===== config.mk =====
export PLATFORM = sky130hd
export DESIGN_NAME = image_rotate_mirror_address_gen
export DESIGN_NICKNAME = d
export VERILOG_FILES = /design/src/hdl/irm_pkg.sv /design/src/hdl/image_rotate_mirror_address_gen.sv /design/src/hdl/irm_cfg.sv /design/src/hdl/irm_core.sv
export VERILOG_INCLUDE_DIRS = /design/src /design/src/hdl
export SDC_FILE = /design/constraint.sdc
export NUM_CORES = 1
export LEC_CHECK = 0
export ABC_CLOCK_PERIOD_IN_PS = 13900
export BUFFER_PORTS_ARGS = -buffer_cell sky130_fd_sc_hd__buf_2
export CORE_ASPECT_RATIO = 1.75
export CORE_MARGIN = 10
export CORE_UTILIZATION = 50
export DETAILED_ROUTE_END_ITERATION = 6
export GPL_TIMING_DRIVEN = 0
export PLACE_DENSITY = 0.72
export SYNTH_ARGS = -nofsm -noshare
export SYNTH_HDL_FRONTEND = slang
export SYNTH_HIERARCHICAL = 1
export SYNTH_SLANG_ARGS = --single-unit

===== constraint.sdc =====
create_clock -name clk -period 13.9 [get_ports clk]
set_clock_uncertainty 0.15 [all_clocks]
set_input_delay 2.085 -clock clk [delete_from_list [all_inputs] [get_ports clk]]
set_output_delay 2.085 -clock clk [all_outputs]
set_load 0.05 [all_outputs]

===== src/hdl/image_rotate_mirror_address_gen_macros.svh =====
// ----------------------------------------------------------------------------
// image rotate / mirror address generator assertion macros
// shared property forms for the address generator modules
// ----------------------------------------------------------------------------
`ifndef IMAGE_ROTATE_MIRROR_ADDRESS_GEN_MACROS_SVH
`define IMAGE_ROTATE_MIRROR_ADDRESS_GEN_MACROS_SVH

// consequent holds in the same cycle
`define IRM_ASSERT_SAME(name, ante, cons, msg) \
    name: assert property (@(posedge clk) disable iff (!rst_n) (ante) |-> (cons)) \
        else $error(msg);

// consequent holds in the next cycle
`define IRM_ASSERT_NEXT(name, ante, cons, msg) \
    name: assert property (@(posedge clk) disable iff (!rst_n) (ante) |=> (cons)) \
        else $error(msg);

`endif


===== src/hdl/irm_pkg.sv =====
// ----------------------------------------------------------------------------
// irm_pkg
// types, constants and the frame geometry function of the address generator
// ----------------------------------------------------------------------------
`default_nettype none

package irm_pkg;

    localparam int MAX_DIM   = 4096;
    localparam int ROW_ALIGN = 16;

    localparam int DIM_W      = 13;
    localparam int CNT_W      = 12;
    localparam int CHAN_W     = 3;
    localparam int MODE_W     = 3;
    localparam int ADDR_W     = 26;
    localparam int STRIDE_W   = 15;
    localparam int PIXEL_W    = 32;
    localparam int CFG_DATA_W = 13;
    localparam int CFG_IDX_W  = 2;
    localparam int RAW_W      = DIM_W + 3;

    localparam logic [CFG_IDX_W-1:0] REG_MODE     = 2'd0;
    localparam logic [CFG_IDX_W-1:0] REG_WIDTH    = 2'd1;
    localparam logic [CFG_IDX_W-1:0] REG_HEIGHT   = 2'd2;
    localparam logic [CFG_IDX_W-1:0] REG_CHANNELS = 2'd3;

    typedef enum logic [MODE_W-1:0] {
        MODE_MIRROR        = 3'd0,
        MODE_ROT90         = 3'd1,
        MODE_ROT90_MIRROR  = 3'd2,
        MODE_ROT180        = 3'd3,
        MODE_ROT180_MIRROR = 3'd4,
        MODE_ROT270        = 3'd5,
        MODE_ROT270_MIRROR = 3'd6
    } mode_t;

    typedef struct packed {
        logic [DIM_W-1:0]    width;
        logic [DIM_W-1:0]    height;
        logic [STRIDE_W-1:0] stride;
        logic [ADDR_W-1:0]   pstep;
        logic [ADDR_W-1:0]   rstep;
        logic [ADDR_W-1:0]   start;
    } geom_t;

    function automatic logic [DIM_W-1:0] clamp_dim(input logic [DIM_W-1:0] v);
        logic [DIM_W-1:0] r;
        if (v == '0)
            r = DIM_W'(1);
        else if (v > DIM_W'(MAX_DIM))
            r = DIM_W'(MAX_DIM);
        else
            r = v;
        return r;
    endfunction

    function automatic geom_t derive_geom(
        input logic [MODE_W-1:0] mode,
        input logic [DIM_W-1:0]  src_w,
        input logic [DIM_W-1:0]  src_h,
        input logic [CHAN_W-1:0] chan
    );
        logic [DIM_W-1:0]    w;
        logic [DIM_W-1:0]    h;
        logic [DIM_W-1:0]    dw;
        logic [DIM_W-1:0]    dh;
        logic [DIM_W-1:0]    dw_m1;
        logic                four;
        logic                swap;
        logic [RAW_W-1:0]    raw;
        logic [RAW_W-1:0]    rounded;
        logic [RAW_W-1:0]    col_raw;
        logic [ADDR_W-1:0]   ch_a;
        logic [ADDR_W-1:0]   stride_a;
        logic [ADDR_W-1:0]   last_col;
        logic [ADDR_W-1:0]   last_row;
        logic [ADDR_W-1:0]   neg_ch;
        logic [ADDR_W-1:0]   neg_stride;
        geom_t               g;
        w    = clamp_dim(src_w);
        h    = clamp_dim(src_h);
        four = (chan != CHAN_W'(3));
        case (mode)
            MODE_ROT90, MODE_ROT90_MIRROR, MODE_ROT270, MODE_ROT270_MIRROR: swap = 1'b1;
            default: swap = 1'b0;
        endcase
        dw    = swap ? h : w;
        dh    = swap ? w : h;
        dw_m1 = dw - DIM_W'(1);
        // times three or four without a multiplier
        raw     = four ? (RAW_W'(dw) << 2) : ((RAW_W'(dw) << 1) + RAW_W'(dw));
        col_raw = four ? (RAW_W'(dw_m1) << 2) : ((RAW_W'(dw_m1) << 1) + RAW_W'(dw_m1));
        rounded = (raw + RAW_W'(ROW_ALIGN - 1)) & ~RAW_W'(ROW_ALIGN - 1);
        ch_a       = four ? ADDR_W'(4) : ADDR_W'(3);
        stride_a   = ADDR_W'(rounded);
        last_col   = ADDR_W'(col_raw);
        last_row   = ADDR_W'((dh - DIM_W'(1)) * rounded);
        neg_ch     = ADDR_W'(0) - ch_a;
        neg_stride = ADDR_W'(0) - stride_a;
        g.width  = w;
        g.height = h;
        g.stride = STRIDE_W'(rounded);
        case (mode)
            MODE_ROT90: begin
                g.pstep = stride_a;   g.rstep = neg_ch;     g.start = last_col;
            end
            MODE_ROT90_MIRROR: begin
                g.pstep = neg_stride; g.rstep = neg_ch;     g.start = last_row + last_col;
            end
            MODE_ROT180: begin
                g.pstep = neg_ch;     g.rstep = neg_stride; g.start = last_row + last_col;
            end
            MODE_ROT180_MIRROR: begin
                g.pstep = ch_a;       g.rstep = neg_stride; g.start = last_row;
            end
            MODE_ROT270: begin
                g.pstep = neg_stride; g.rstep = ch_a;       g.start = last_row;
            end
            MODE_ROT270_MIRROR: begin
                g.pstep = stride_a;   g.rstep = ch_a;       g.start = '0;
            end
            default: begin
                g.pstep = neg_ch;     g.rstep = stride_a;   g.start = last_col;
            end
        endcase
        return g;
    endfunction

endpackage

`default_nettype wire


===== src/hdl/image_rotate_mirror_address_gen.sv =====
// a transferred pixel is held in the input register, then moves to the result register when it advances
// throughput: one pixel per cycle while the output is not stalled, set by the single address update per pixel
// a stalled output holds its result; the input register still takes one pixel
// reset: registers to mode mirror, 1 x 1 frame, four channels, counters cleared
// ----------------------------------------------------------------------------
// image_rotate_mirror_address_gen
// destination byte offsets for raster pixels under rotate and mirror modes
// ----------------------------------------------------------------------------
`default_nettype none

module image_rotate_mirror_address_gen import irm_pkg::*;
(
    input  wire logic                  clk,
    input  wire logic                  rst_n,
    input  wire logic                  cfg_wr_en,
    input  wire logic [CFG_IDX_W-1:0]  cfg_index,
    input  wire logic [CFG_DATA_W-1:0] cfg_wdata,
    input  wire logic                  in_valid,
    output logic                       in_ready,
    input  wire logic [PIXEL_W-1:0]    pixel_data,
    output logic                       out_valid,
    input  wire logic                  out_ready,
    output logic [ADDR_W-1:0]          dest_offset,
    output logic [PIXEL_W-1:0]         pixel_out,
    output logic [STRIDE_W-1:0]        dest_row_stride,
    output logic                       frame_last
);

    geom_t geom;

    irm_cfg u_cfg
    (
        .clk       (clk),
        .rst_n     (rst_n),
        .cfg_wr_en (cfg_wr_en),
        .cfg_index (cfg_index),
        .cfg_wdata (cfg_wdata),
        .geom      (geom)
    );

    irm_core u_core
    (
        .clk             (clk),
        .rst_n           (rst_n),
        .geom            (geom),
        .in_valid        (in_valid),
        .in_ready        (in_ready),
        .pixel_data      (pixel_data),
        .out_valid       (out_valid),
        .out_ready       (out_ready),
        .dest_offset     (dest_offset),
        .pixel_out       (pixel_out),
        .dest_row_stride (dest_row_stride),
        .frame_last      (frame_last)
    );

endmodule

`default_nettype wire


===== src/hdl/irm_cfg.sv =====
// ----------------------------------------------------------------------------
// irm_cfg
// configuration registers and registered destination frame geometry
// ----------------------------------------------------------------------------
`default_nettype none

module irm_cfg import irm_pkg::*;
(
    input  wire logic                  clk,
    input  wire logic                  rst_n,
    input  wire logic                  cfg_wr_en,
    input  wire logic [CFG_IDX_W-1:0]  cfg_index,
    input  wire logic [CFG_DATA_W-1:0] cfg_wdata,
    output geom_t                      geom
);

    logic [MODE_W-1:0] mode_reg;
    logic [MODE_W-1:0] mode_next;
    logic [DIM_W-1:0]  width_reg;
    logic [DIM_W-1:0]  width_next;
    logic [DIM_W-1:0]  height_reg;
    logic [DIM_W-1:0]  height_next;
    logic [CHAN_W-1:0] chan_reg;
    logic [CHAN_W-1:0] chan_next;
    geom_t             geom_reg;
    geom_t             geom_next;

    always_comb
    begin
        mode_next   = mode_reg;
        width_next  = width_reg;
        height_next = height_reg;
        chan_next   = chan_reg;
        if (cfg_wr_en)
        begin
            case (cfg_index)
                REG_MODE:     mode_next   = cfg_wdata[MODE_W-1:0];
                REG_WIDTH:    width_next  = cfg_wdata[DIM_W-1:0];
                REG_HEIGHT:   height_next = cfg_wdata[DIM_W-1:0];
                REG_CHANNELS: chan_next   = cfg_wdata[CHAN_W-1:0];
                default: ;
            endcase
        end
        // geometry follows the new values at the write edge
        geom_next = derive_geom(mode_next, width_next, height_next, chan_next);
    end

    always_ff @(posedge clk or negedge rst_n)
    begin
        if (!rst_n)
        begin
            mode_reg   <= MODE_MIRROR;
            width_reg  <= DIM_W'(1);
            height_reg <= DIM_W'(1);
            chan_reg   <= CHAN_W'(4);
            geom_reg   <= derive_geom(MODE_MIRROR, DIM_W'(1), DIM_W'(1), CHAN_W'(4));
        end
        else
        begin
            mode_reg   <= mode_next;
            width_reg  <= width_next;
            height_reg <= height_next;
            chan_reg   <= chan_next;
            geom_reg   <= geom_next;
        end
    end

    assign geom = geom_reg;

endmodule

`default_nettype wire


===== src/hdl/irm_core.sv =====
// ----------------------------------------------------------------------------
// irm_core
// input register, raster counters, running addresses and result register
// ----------------------------------------------------------------------------
`default_nettype none

`include "image_rotate_mirror_address_gen_macros.svh"

module irm_core import irm_pkg::*;
(
    input  wire logic                clk,
    input  wire logic                rst_n,
    input  wire geom_t               geom,
    input  wire logic                in_valid,
    output logic                     in_ready,
    input  wire logic [PIXEL_W-1:0]  pixel_data,
    output logic                     out_valid,
    input  wire logic                out_ready,
    output logic [ADDR_W-1:0]        dest_offset,
    output logic [PIXEL_W-1:0]       pixel_out,
    output logic [STRIDE_W-1:0]      dest_row_stride,
    output logic                     frame_last
);

    logic                in_valid_reg;
    logic                in_valid_next;
    logic [PIXEL_W-1:0]  pixel_reg;
    logic                out_valid_reg;
    logic                out_valid_next;
    logic [CNT_W-1:0]    col_reg;
    logic [CNT_W-1:0]    col_next;
    logic [CNT_W-1:0]    row_reg;
    logic [CNT_W-1:0]    row_next;
    logic [ADDR_W-1:0]   paddr_reg;
    logic [ADDR_W-1:0]   paddr_next;
    logic [ADDR_W-1:0]   raddr_reg;
    logic [ADDR_W-1:0]   raddr_next;
    logic [ADDR_W-1:0]   offset_reg;
    logic [PIXEL_W-1:0]  pixel_out_reg;
    logic [STRIDE_W-1:0] stride_reg;
    logic                last_reg;
    logic                advance;
    logic                first;
    logic                row_end;
    logic                frame_end;
    logic [DIM_W-1:0]    col_inc;
    logic [DIM_W-1:0]    row_inc;
    logic [ADDR_W-1:0]   cur_paddr;
    logic [ADDR_W-1:0]   cur_raddr;
    logic [ADDR_W-1:0]   row_step_addr;

    always_comb
    begin
        advance  = in_valid_reg && (!out_valid_reg || out_ready);
        in_ready = !in_valid_reg || advance;

        in_valid_next  = in_ready ? in_valid : in_valid_reg;
        out_valid_next = advance ? 1'b1 : (out_ready ? 1'b0 : out_valid_reg);

        // frame start loads both addresses
        first     = (col_reg == '0) && (row_reg == '0);
        cur_paddr = first ? geom.start : paddr_reg;
        cur_raddr = first ? geom.start : raddr_reg;

        col_inc   = DIM_W'(col_reg) + DIM_W'(1);
        row_inc   = DIM_W'(row_reg) + DIM_W'(1);
        row_end   = (col_inc >= geom.width);
        frame_end = row_end && (row_inc >= geom.height);

        row_step_addr = cur_raddr + geom.rstep;

        col_next   = col_reg;
        row_next   = row_reg;
        paddr_next = paddr_reg;
        raddr_next = raddr_reg;
        if (advance)
        begin
            if (row_end)
            begin
                col_next   = '0;
                row_next   = frame_end ? '0 : row_inc[CNT_W-1:0];
                raddr_next = row_step_addr;
                paddr_next = row_step_addr;
            end
            else
            begin
                col_next   = col_inc[CNT_W-1:0];
                paddr_next = cur_paddr + geom.pstep;
                raddr_next = cur_raddr;
            end
        end
    end

    always_ff @(posedge clk or negedge rst_n)
    begin
        if (!rst_n)
        begin
            in_valid_reg  <= 1'b0;
            out_valid_reg <= 1'b0;
            col_reg       <= '0;
            row_reg       <= '0;
            paddr_reg     <= '0;
            raddr_reg     <= '0;
        end
        else
        begin
            in_valid_reg  <= in_valid_next;
            out_valid_reg <= out_valid_next;
            col_reg       <= col_next;
            row_reg       <= row_next;
            paddr_reg     <= paddr_next;
            raddr_reg     <= raddr_next;
        end
    end

    // payload registers
    always_ff @(posedge clk)
    begin
        if (in_valid && in_ready)
            pixel_reg <= pixel_data;
        if (advance)
        begin
            offset_reg    <= cur_paddr;
            pixel_out_reg <= pixel_reg;
            stride_reg    <= geom.stride;
            last_reg      <= frame_end;
        end
    end

    assign out_valid       = out_valid_reg;
    assign dest_offset     = offset_reg;
    assign pixel_out       = pixel_out_reg;
    assign dest_row_stride = stride_reg;
    assign frame_last      = last_reg;

    `IRM_ASSERT_NEXT(a_frame_wrap, advance && frame_end, (col_reg == '0) && (row_reg == '0), "counters not cleared after last pixel")
    `IRM_ASSERT_NEXT(a_row_restart, advance && row_end, paddr_reg == raddr_reg, "pixel address not reloaded at row end")
    `IRM_ASSERT_NEXT(a_col_step, advance && !row_end, col_reg == $past(col_reg) + 1'b1, "column counter skipped")
    `IRM_ASSERT_NEXT(a_item_held, in_valid_reg && !advance, in_valid_reg && $stable(pixel_reg), "stalled pixel lost")

endmodule

`default_nettype wire

==> run_results.csv, run 1 <==
group,metric,value,unit
outcome,outcome,"finished, final reports clean",
clock_tree,cts_sinks,313,
logic_synthesis,synth_edf_count,106,
logic_synthesis,synth_top_family_by_area,"adder cells",
route,drt_iter0_drc,1370,
timing,slew_headroom,16.31,%
logic_synthesis,synth_cell_types,93,
route,first_pass_iters,5,
worst_setup_path,crit_path_end_kind,"flop",
logic_synthesis,synthMuxAreaShare,4.330,%
logic_synthesis,synth-seq-area-share,33.92,%
place,globalplace.congestion,1.039,
route,drc,0,
clock_tree,h-tree-depth,1,
logic_synthesis,synthCells,2616,
worst_hold_path,hp-class,"reg2reg",
logic_synthesis,yosys.area_share.simple,14.68,%
clock_tree,cts_buffer_depth,3,
route,wirelength,79590,um
timing,setup_violations,0,
timing,hold_viol_final,0,
worst_setup_path,crit_arrival,13780,ps
route,wl_per_cell,22.85,um
logic_synthesis,synth_flop_cell,"dfrtp_1",
finish,drive_above_1_share,13.68,%
logic_synthesis,netlist_area,24730,um^2
global_route,grt_max_degree,111,
finish,areaGrowthSynthToFinish,12.11,%
clock_tree,clkLatencyLatePin,610,ps
timing,fin_crit_sh,96.57,%
clock_tree,root_buffer,"clkbuf_16",
floorplanning,die_w,188.1,um
run,maxCapViolations,0,
worst_setup_path,slowest_stage,"fa_1",
global_route,grt_usage,26.58,%
finish,multi_input_area,14970,um^2
finish,fillerInstances,4326,
global_route,grt_pass1_vias,21440,
floorplanning,io-pin-count,128,
floorplanning,dieArea,59120,um^2
logic_synthesis,synthAdderAreaFrac,20.01,%
global_route,grt_pass1_wl,122700,um
floorplanning,start_util,50.62,%
logic_synthesis,syn_avg_cell_area,9.455,um^2
timing,fin_ws,477.4,ps
logic_synthesis,ys_ff_latch,313,
timing,finalCriticalPeriod,13420,ps
global_route,antenna_found_initial,0,
worst_setup_path,crit_required,14260,ps
route,ant_nets,0,
finish,largest_reg_flops,97,
finish,nets,3170,
worst_setup_path,max_stage_delay,540,ps
floorplanning,fp.coreArea,48870,um^2
logic_synthesis,async_flop_share,66.13,%
clock_tree,cts_tree,"yes",
timing,max_freq,74.50,MHz
finish,insertedDiodeCount,0,
route,via_per_inst,5.860,
worst_setup_path,crit_type,"in2reg",
logic_synthesis,yosysWarnings,6,
place,place_ws,-1978,ps
logic_synthesis,synth_xor_area_share,5.610,%
clock_tree,clk_pin_slew_worst_paths,80,ps
clock_tree,numCtsBuffers,31,
floorplanning,die_height,314.2,um
route,num_vias,20410,
place,dp_hpwl,63920,um
place,io_buffer_count,125,
finish,layout_commonest_cell,"nand2_1",
worst_setup_path,critPathLaunchType,"input port",
logic_synthesis,synth_compound_area_share,14.66,%
timing,final_max_slew_viol_count,0,
finish,seq_area,8391,um^2
global_route,gr-total-overflow,0,
timing,tightest_slew,1220,ps
worst_setup_path,cp_max_fo,10,
floorplanning,row_count,107,
finish,final_cell_mix,"nand2_1 (313), inv_1 (289), dfrtp_1 (185), ha_1 (178), nor2_1 (156)",
## final timing paths
kind	start	endpoint	slack, ps	cells after the start
hold / removal	u_cfg/geom[83]$_DFF_PN0_	u_core/dest_row_stride[5]$_DFFE_PP_	260	0
hold reg to reg	u_cfg/geom[83]$_DFF_PN0_	u_core/dest_row_stride[5]$_DFFE_PP_	260	0
setup / recovery	cfg_wr_en	u_cfg/geom[25]$_DFF_PN0_	480	42
setup reg to reg	u_cfg/height_reg[11]$_DFF_PN0_	u_cfg/geom[25]$_DFF_PN0_	1530	42
min in group asynchronous	rst_n	u_cfg/height_reg[8]$_DFF_PN0_	1340	1
max in group asynchronous	rst_n	u_cfg/geom[83]$_DFF_PN0_	11140	2
## cell usage after synthesis (9+ instances only)
cell type    n  area (um^2)
nand2_1    313         1175
inv_1      289         1085
dfrtp_1    185         4629
ha_1       178         2227
nor2_1     159        596.8
a21oi_1    144        720.7
fa_1       136         2723
o21ai_0    117        585.6
edfxtp_1   106         3183
xnor2_1     96        840.8
clkbuf_1    77        289.0
mux2_2      62        698.2
xor2_1      58        508.0
nand3_1     45        225.2
a21o_1      42        315.3
nor3_1      38        190.2
a31oi_1     34        212.7
and2_1      34        212.7
mux2i_1     33        330.3
and3_1      29        181.4
buf_4       25        187.7
a211oi_1    24        180.2
nand4_1     24        150.1
dfstp_2     22        578.1
nand2b_1    22        137.6
nor4_1      21        131.4
o21bai_1    21        157.7
o22ai_1     20        125.1
o21a_1      16        120.1
nor2b_1     14        87.58
buf_2       13        65.06
o211ai_1    13        97.59
or3_1       13        81.33
a221oi_1    12        105.1
a221o_1     11        110.1
nand3b_1    11        82.58
nor3b_1     10        75.07
o31ai_1     10        75.07
a21boi_0     9        67.56
## routing by layer
layer	global-route usage (%)	vias up	share of wire, %
li1	-	9362	-
met1	27.09	10010	35
met2	48.57	761	51
met3	3.381	282	4.8
met4	19.97	0	8.6
met5	0	-	0
## final cells by class
| class | instances | area share [%] |
|---|---|---|
| clock buffers | 32 | 2.811 |
| well taps | 654 | 2.951 |
| multi-input cells | 1904 | 53.99 |
| repair buffers | 141 | 2.879 |
| inverters | 294 | 3.980 |
| plain buffers | 119 | 2.076 |
| flip-flops and latches | 313 | 30.26 |
| clock inverters | 26 | 1.056 |
## logic make-up after synthesis
logic type	count (synthesis)
fa+ha+maj	314
simple gates	765
other cells	2
buf+inv	416
mux	98
compound gates	552
xor+xnor	156
flops	313
## critical path, delay by kind of cell
family / cells / cell delay (ps)
AOI/OAI and AO/OA: 8 / 1890
and+or+nand+nor: 11 / 3020
adders and majority gates: 8 / 3510
xor gates and xnor gates: 4 / 1150
buffers and inverters: 10 / 1820
muxes: 1 / 260
## timing repair
item	CTS	global route
hold buffers	0	0
buffers inserted	2	11
endpoints found under the hold margin	0	0
pin swaps	1	8
resized for setup	18	39
endpoints found under the setup margin	7	5
gates cloned	0	0
## through the flow
| step | hold WS [ps] | TNS (ps) | util [%] | instance area (um^2) | std cells |
|---|---|---|---|---|---|
| detailed placement | 254.5 | -8945 | 53.87 | 26320 | 3415 |
| global route | 273.0 | -8.654 | 56.75 | 27730 | 3483 |
| finish | 262.1 | 0 | 56.75 | 27730 | 3483 |
| global placement | 250.4 | -6870 | 53.70 | 26240 | 3412 |
| CTS | 264.3 | 0 | 56.30 | 27510 | 3474 |
| floorplan | 250.3 | 0 | - | 24800 | 2633 |
Power of run 1 is not shown: default switching activity piles up to over one toggle a cycle in this logic, so the estimate is an artifact.
==> run 2: changes to the inputs <==
BUFFER_PORTS_ARGS = default   (was -buffer_cell sky130_fd_sc_hd__buf_2)
CELL_PAD_IN_SITES_DETAIL_PLACEMENT = 1   (was default)
CELL_PAD_IN_SITES_GLOBAL_PLACEMENT = 1   (was default)
DONT_BUFFER_PORTS = 1   (was default)
PLACE_DENSITY = 0.85   (was 0.72)
==> run 2 against run 1 <==
  * Register-to-register slack about the same
  * Die area stayed put
  * Routed wire length up 8.8%
  * Utilization decreased by 1.2 points
  * Highest routed layer unchanged
  * Final cell count fell by 3.7%
  * Non-clock buffer count decreased by 129
==> run_results.csv, run 2 (synthesized netlist as in run 1, its figures left out) <==
group,metric,value,unit
place,globalplace.congestion,1.007,
run,maxCapViolations,0,
floorplanning,fp.coreArea,48870,um^2
finish,areaGrowthSynthToFinish,9.656,%
outcome,outcome,"finished, final reports clean",
route,num_vias,20560,
clock_tree,cts_tree,"yes",
worst_setup_path,slowest_stage,"fa_1",
timing,fin_crit_sh,96.43,%
route,wl_per_cell,25.81,um
floorplanning,start_util,50.62,%
worst_setup_path,crit_arrival,13760,ps
timing,finalCriticalPeriod,13400,ps
place,place_area,25660,um^2
floorplanning,row_count,107,
worst_setup_path,cpMostUsedCell,"fa_1",
route,via_per_inst,6.129,
floorplanning,io-pin-count,128,
clock_tree,clk_pin_slew_worst_paths,70,ps
timing,tightest_slew,1328,ps
finish,fin_util,55.51,%
floorplanning,die_height,314.2,um
worst_setup_path,crit_path_end_kind,"flop",
place,dp_hpwl,67970,um
place,dp.cells,3289,
clock_tree,cts_buffer_depth,3,
global_route,grt_usage,28.99,%
finish,final_cells,3354,
timing,rsz0062_at_grt,"no",
worst_setup_path,max_stage_delay,570,ps
worst_setup_path,critPathLaunchType,"input port",
clock_tree,numCtsBuffers,31,
timing,max_freq,74.60,MHz
clock_tree,clkLatencyLatePin,630,ps
worst_setup_path,crit_type,"in2reg",
route,wirelength,86580,um
place,io_buffer_count,0,
timing,hold_viol_final,0,
floorplanning,die_w,188.1,um
worst_setup_path,crit_required,14260,ps
clock_tree,cts_sinks,313,
timing,final_max_slew_viol_count,0,
floorplanning,dieArea,59120,um^2
global_route,gr-total-overflow,0,
finish,insertedDiodeCount,0,
finish,final_cell_mix,"nand2_1 (313), inv_1 (288), dfrtp_1 (185), ha_1 (178), nor2_1 (157)",
global_route,grt_pass1_wl,133300,um
clock_tree,root_buffer,"clkbuf_16",
finish,largest_reg_flops,97,
route,ant_nets,0,
timing,hold-worst-slack,261.0,ps
global_route,antenna_found_initial,0,
timing,slew_headroom,11.17,%
route,drc,0,
finish,layout_commonest_cell,"nand2_1",
finish,design_area,27120,um^2
worst_setup_path,cp_max_fo,10,
finish,nets,3041,
route,drt_iter0_drc,1273,
worst_hold_path,hp-class,"reg2reg",
clock_tree,h-tree-depth,1,
route,first_pass_iters,5,
global_route,grt_max_degree,208,
global_route,grt_pass1_vias,22890,
finish,drive_above_1_share,9.556,%
timing,setup_violations,0,
[run 2: final timing paths]
path                                                 from                             end  slack, ps  cells after the start
min reg2reg                u_core/pixel_reg[16]$_DFFE_PP_  u_core/pixel_out[16]$_DFFE_PP_        260                      0
max in group asynchronous                           rst_n        u_cfg/geom[83]$_DFF_PN0_      12040                      0
min                        u_core/pixel_reg[16]$_DFFE_PP_  u_core/pixel_out[16]$_DFFE_PP_        260                      0
max                                          cfg_wdata[0]        u_cfg/geom[25]$_DFF_PN0_        500                     42
max reg2reg                 u_cfg/height_reg[4]$_DFF_PN0_        u_cfg/geom[25]$_DFF_PN0_       1540                     39
min in group asynchronous                           rst_n   u_cfg/height_reg[7]$_DFF_PN0_       1000                      0
[run 2: area by class of cell]
class                      count  area (um^2)
buffer                       121        584.3
clock buffer                  34        829.5
clock inverter                24        327.8
fill                        5506        21740
inverter                     294         1104
multi-input combinational   1904        14960
sequential                   313         8391
tap                          654        818.3
timing repair buffer          10        110.1
[run 2: critical path, delay by kind of cell]
family | cells | cell delay [ps]
and+or+nand+nor | 11 | 2720
buffers and inverters | 9 | 1650
xor gates and xnor gates | 5 | 1470
adders and majority gates | 7 | 3470
muxes | 1 | 250
AOI/OAI and AO/OA | 9 | 2090
[run 2: repair_timing]
action,4_1_cts,5_1_grt
gates resized for setup,14,45
endpoints found under the setup margin,6,6
hold buffers,0,0
pin swaps,0,7
buffers inserted,0,8
[run 2: metal layers]
layer  share of wire [%]  wire length (um)  vias up  track usage [%]
li1                    -                 -     9097                -
met5                   0                 0        -                0
met2                  53             45690      746            53.99
met3                 4.5              3885      317            3.670
met4                 8.7              7513        0            22.36
met1                  34             29490    10400            28.46
[run 2: metrics by stage]
stage,TNS [ps],setup slack [ps]
after floorplan,0,1296
after global placement,-3839,-1513
after detailed placement,-6313,-1764
after CTS,0,30.36
after global routing,0,28.37
final,0,495.6
Power of run 2 is left out for the same reason.
==> run 3: changes to the inputs <==
RECOVER_POWER = 50   (was default)
==> run 3 against run 2 <==
  * First-iteration DRC count decreased by 0.16%
  * Sequential share of layout area about the same
  * Worst setup slack improved by 20 ps
  * Sequential cell count unchanged
  * Design area about the same
  * Maximum frequency increased by 0.15%
  * The flow now finishes with violations (max-capacitance violations, max-slew violations)
  * Hold slack improved by 3.0 ps
  * Clock-buffer cell count unchanged
==> run_results.csv, run 3 (synthesized netlist as in run 1, its figures left out) <==
group,metric,value,unit
outcome,outcome,"finished, violations left",
outcome,violations,"max-capacitance violations, max-slew violations",
clock_tree,numCtsBuffers,31,
global_route,grt_max_degree,208,
worst_setup_path,reg2reg_depth,37,
clock_tree,cts_hold_buf,0,
route,via_per_inst,6.132,
clock_tree,cts_sinks,313,
finish,fillerInstances,5508,
route,drc,0,
route,wirelength,86510,um
timing,max_freq,74.71,MHz
floorplanning,die_w,188.1,um
worst_hold_path,worstHoldStart,"u_core/pixel_reg[16]$_DFFE_PP_",
global_route,gr-total-overflow,0,
worst_setup_path,reg2reg_from,"u_cfg/height_reg[4]$_DFF_PN0_",
finish,layout_commonest_cell,"nand2_1",
worst_setup_path,r2r_slack,1550,ps
worst_setup_path,r2r_end,"u_cfg/geom[25]$_DFF_PN0_",
global_route,grt_use_met3,3.670,%
clock_tree,clk_pin_slew_worst_paths,70,ps
worst_setup_path,cpMostUsedCell,"fa_1",
worst_setup_path,crit_path_end_kind,"flop",
route,num_vias,20570,
clock_tree,clkLatencyLatePin,630,ps
timing,slew_headroom,-82.69,%
finish,insertedDiodeCount,0,
finish,areaGrowthSynthToFinish,9.591,%
global_route,grt_usage,28.99,%
finish,final_cells,3354,
clock_tree,cts_tree,"yes",
clock_tree,root_buffer,"clkbuf_16",
worst_setup_path,crit_type,"in2reg",
floorplanning,die_height,314.2,um
global_route,use_met1,28.46,%
global_route,grt_pass1_vias,22890,
global_route,antenna_found_initial,0,
floorplanning,io-pin-count,128,
timing,setup_violations,0,
route,drt_iter0_drc,1271,
finish,final_cell_mix,"nand2_1 (313), inv_1 (289), dfrtp_1 (185), ha_1 (178), nor2_1 (157)",
timing,fin_crit_sh,96.29,%
global_route,top_usage_layer,"met2",
place,globalplace.congestion,1.007,
worst_setup_path,path_delay_family,"adder cells",
floorplanning,row_count,107,
worst_setup_path,critPathLaunchType,"input port",
timing,hold_viol_final,0,
clock_tree,cts_buffer_depth,3,
floorplanning,fp.coreArea,48870,um^2
global_route,use_met2,53.99,%
worst_hold_path,holdPathStages,0,
worst_setup_path,max_stage_delay,580,ps
place,dp_hpwl,67970,um
worst_setup_path,crit_required,14250,ps
finish,drive_above_1_share,9.333,%
timing,final_max_slew_viol_count,43,
place,io_buffer_count,0,
floorplanning,dieArea,59120,um^2
worst_setup_path,slowest_stage,"fa_1",
route,ant_nets,0,
clock_tree,h-tree-depth,1,
global_route,grt_pass1_wl,133300,um
worst_setup_path,worst-path-buf-inv,9,
route,first_pass_iters,5,
route,wl_per_cell,25.79,um
worst_hold_path,hp-class,"reg2reg",
worst_setup_path,cp_max_fo,10,
worst_setup_path,crit_arrival,13740,ps
worst_hold_path,whs_endpoint,"u_core/pixel_out[16]$_DFFE_PP_",
floorplanning,start_util,50.62,%
run,maxCapViolations,2,
finish,largest_reg_flops,97,
finish,nets,3041,
timing,tightest_slew,2715,ps
place,dp.cells,3289,
timing,finalCriticalPeriod,13380,ps
timing,rsz0062_at_grt,"no",
## run 3: cell count changes in the layout (fill, tap and decap cells not counted)
| cell | previous run | this run |
|---|---|---|
| nor4_4 | 4 | 3 |
| and2_1 | 33 | 29 |
| nor4_1 | 18 | 19 |
| mux2_2 | 62 | 59 |
| and2_2 | 1 | 0 |
| inv_2 | 4 | 3 |
| inv_1 | 288 | 289 |
| mux2_1 | 0 | 3 |
| and2_0 | 0 | 5 |
## run 3: layout make-up
class	instances	area [um^2]	area share (%)
buffer	121	584.3	2.156
clock buffer	34	829.5	3.060
clock inverter	24	327.8	1.209
inverter	294	1104	4.071
multi-input combinational	1904	14940	55.13
sequential	313	8391	30.95
tap	654	818.3	3.019
timing repair buffer	10	110.1	0.4062
## run 3: worst max path at each step
stage                             from                  endpoint  slack [ps]  cells past startpoint
final                     cfg_wdata[0]  u_cfg/geom[25]$_DFF_PN0_         520                     40
after global routing      cfg_wdata[0]  u_cfg/geom[25]$_DFF_PN0_          30                     44
after CTS                 cfg_index[0]  u_cfg/geom[25]$_DFF_PN0_          30                     41
after detailed placement  cfg_wdata[5]  u_cfg/geom[25]$_DFF_PN0_       -1760                     39
after global placement    cfg_wdata[5]  u_cfg/geom[25]$_DFF_PN0_       -1510                     43
after floorplan           cfg_index[0]  u_cfg/geom[25]$_DFF_PN0_        1300                     39
## run 3: layer usage
layer / vias to the layer above / share of wire, %
met5: - / 0
met4: 0 / 8.7
met3: 327 / 4.4
met2: 779 / 53
met1: 10370 / 34
li1: 9086 / -
## run 3: what timing repair did
| item | CTS | global route |
|---|---|---|
| setup buffers | 0 | 8 |
| endpoints found under the setup margin | 6 | 6 |
| pin swaps | 0 | 7 |
| resized for setup | 14 | 45 |
## run 3: per-stage QoR
stage	setup WS [ps]	TNS, ps	instance area, um^2	utilization [%]	hold slack, ps
finish	515.5	0	27110	55.47	264.0
floorplan	1296	0	24800	-	250.3
global placement	-1513	-3839	25620	52.42	250.3
global route	28.37	0	27110	55.47	256.2
detailed placement	-1764	-6313	25660	52.51	256.1
CTS	30.36	0	26900	55.05	263.3
Power of run 3 is left out for the same reason.
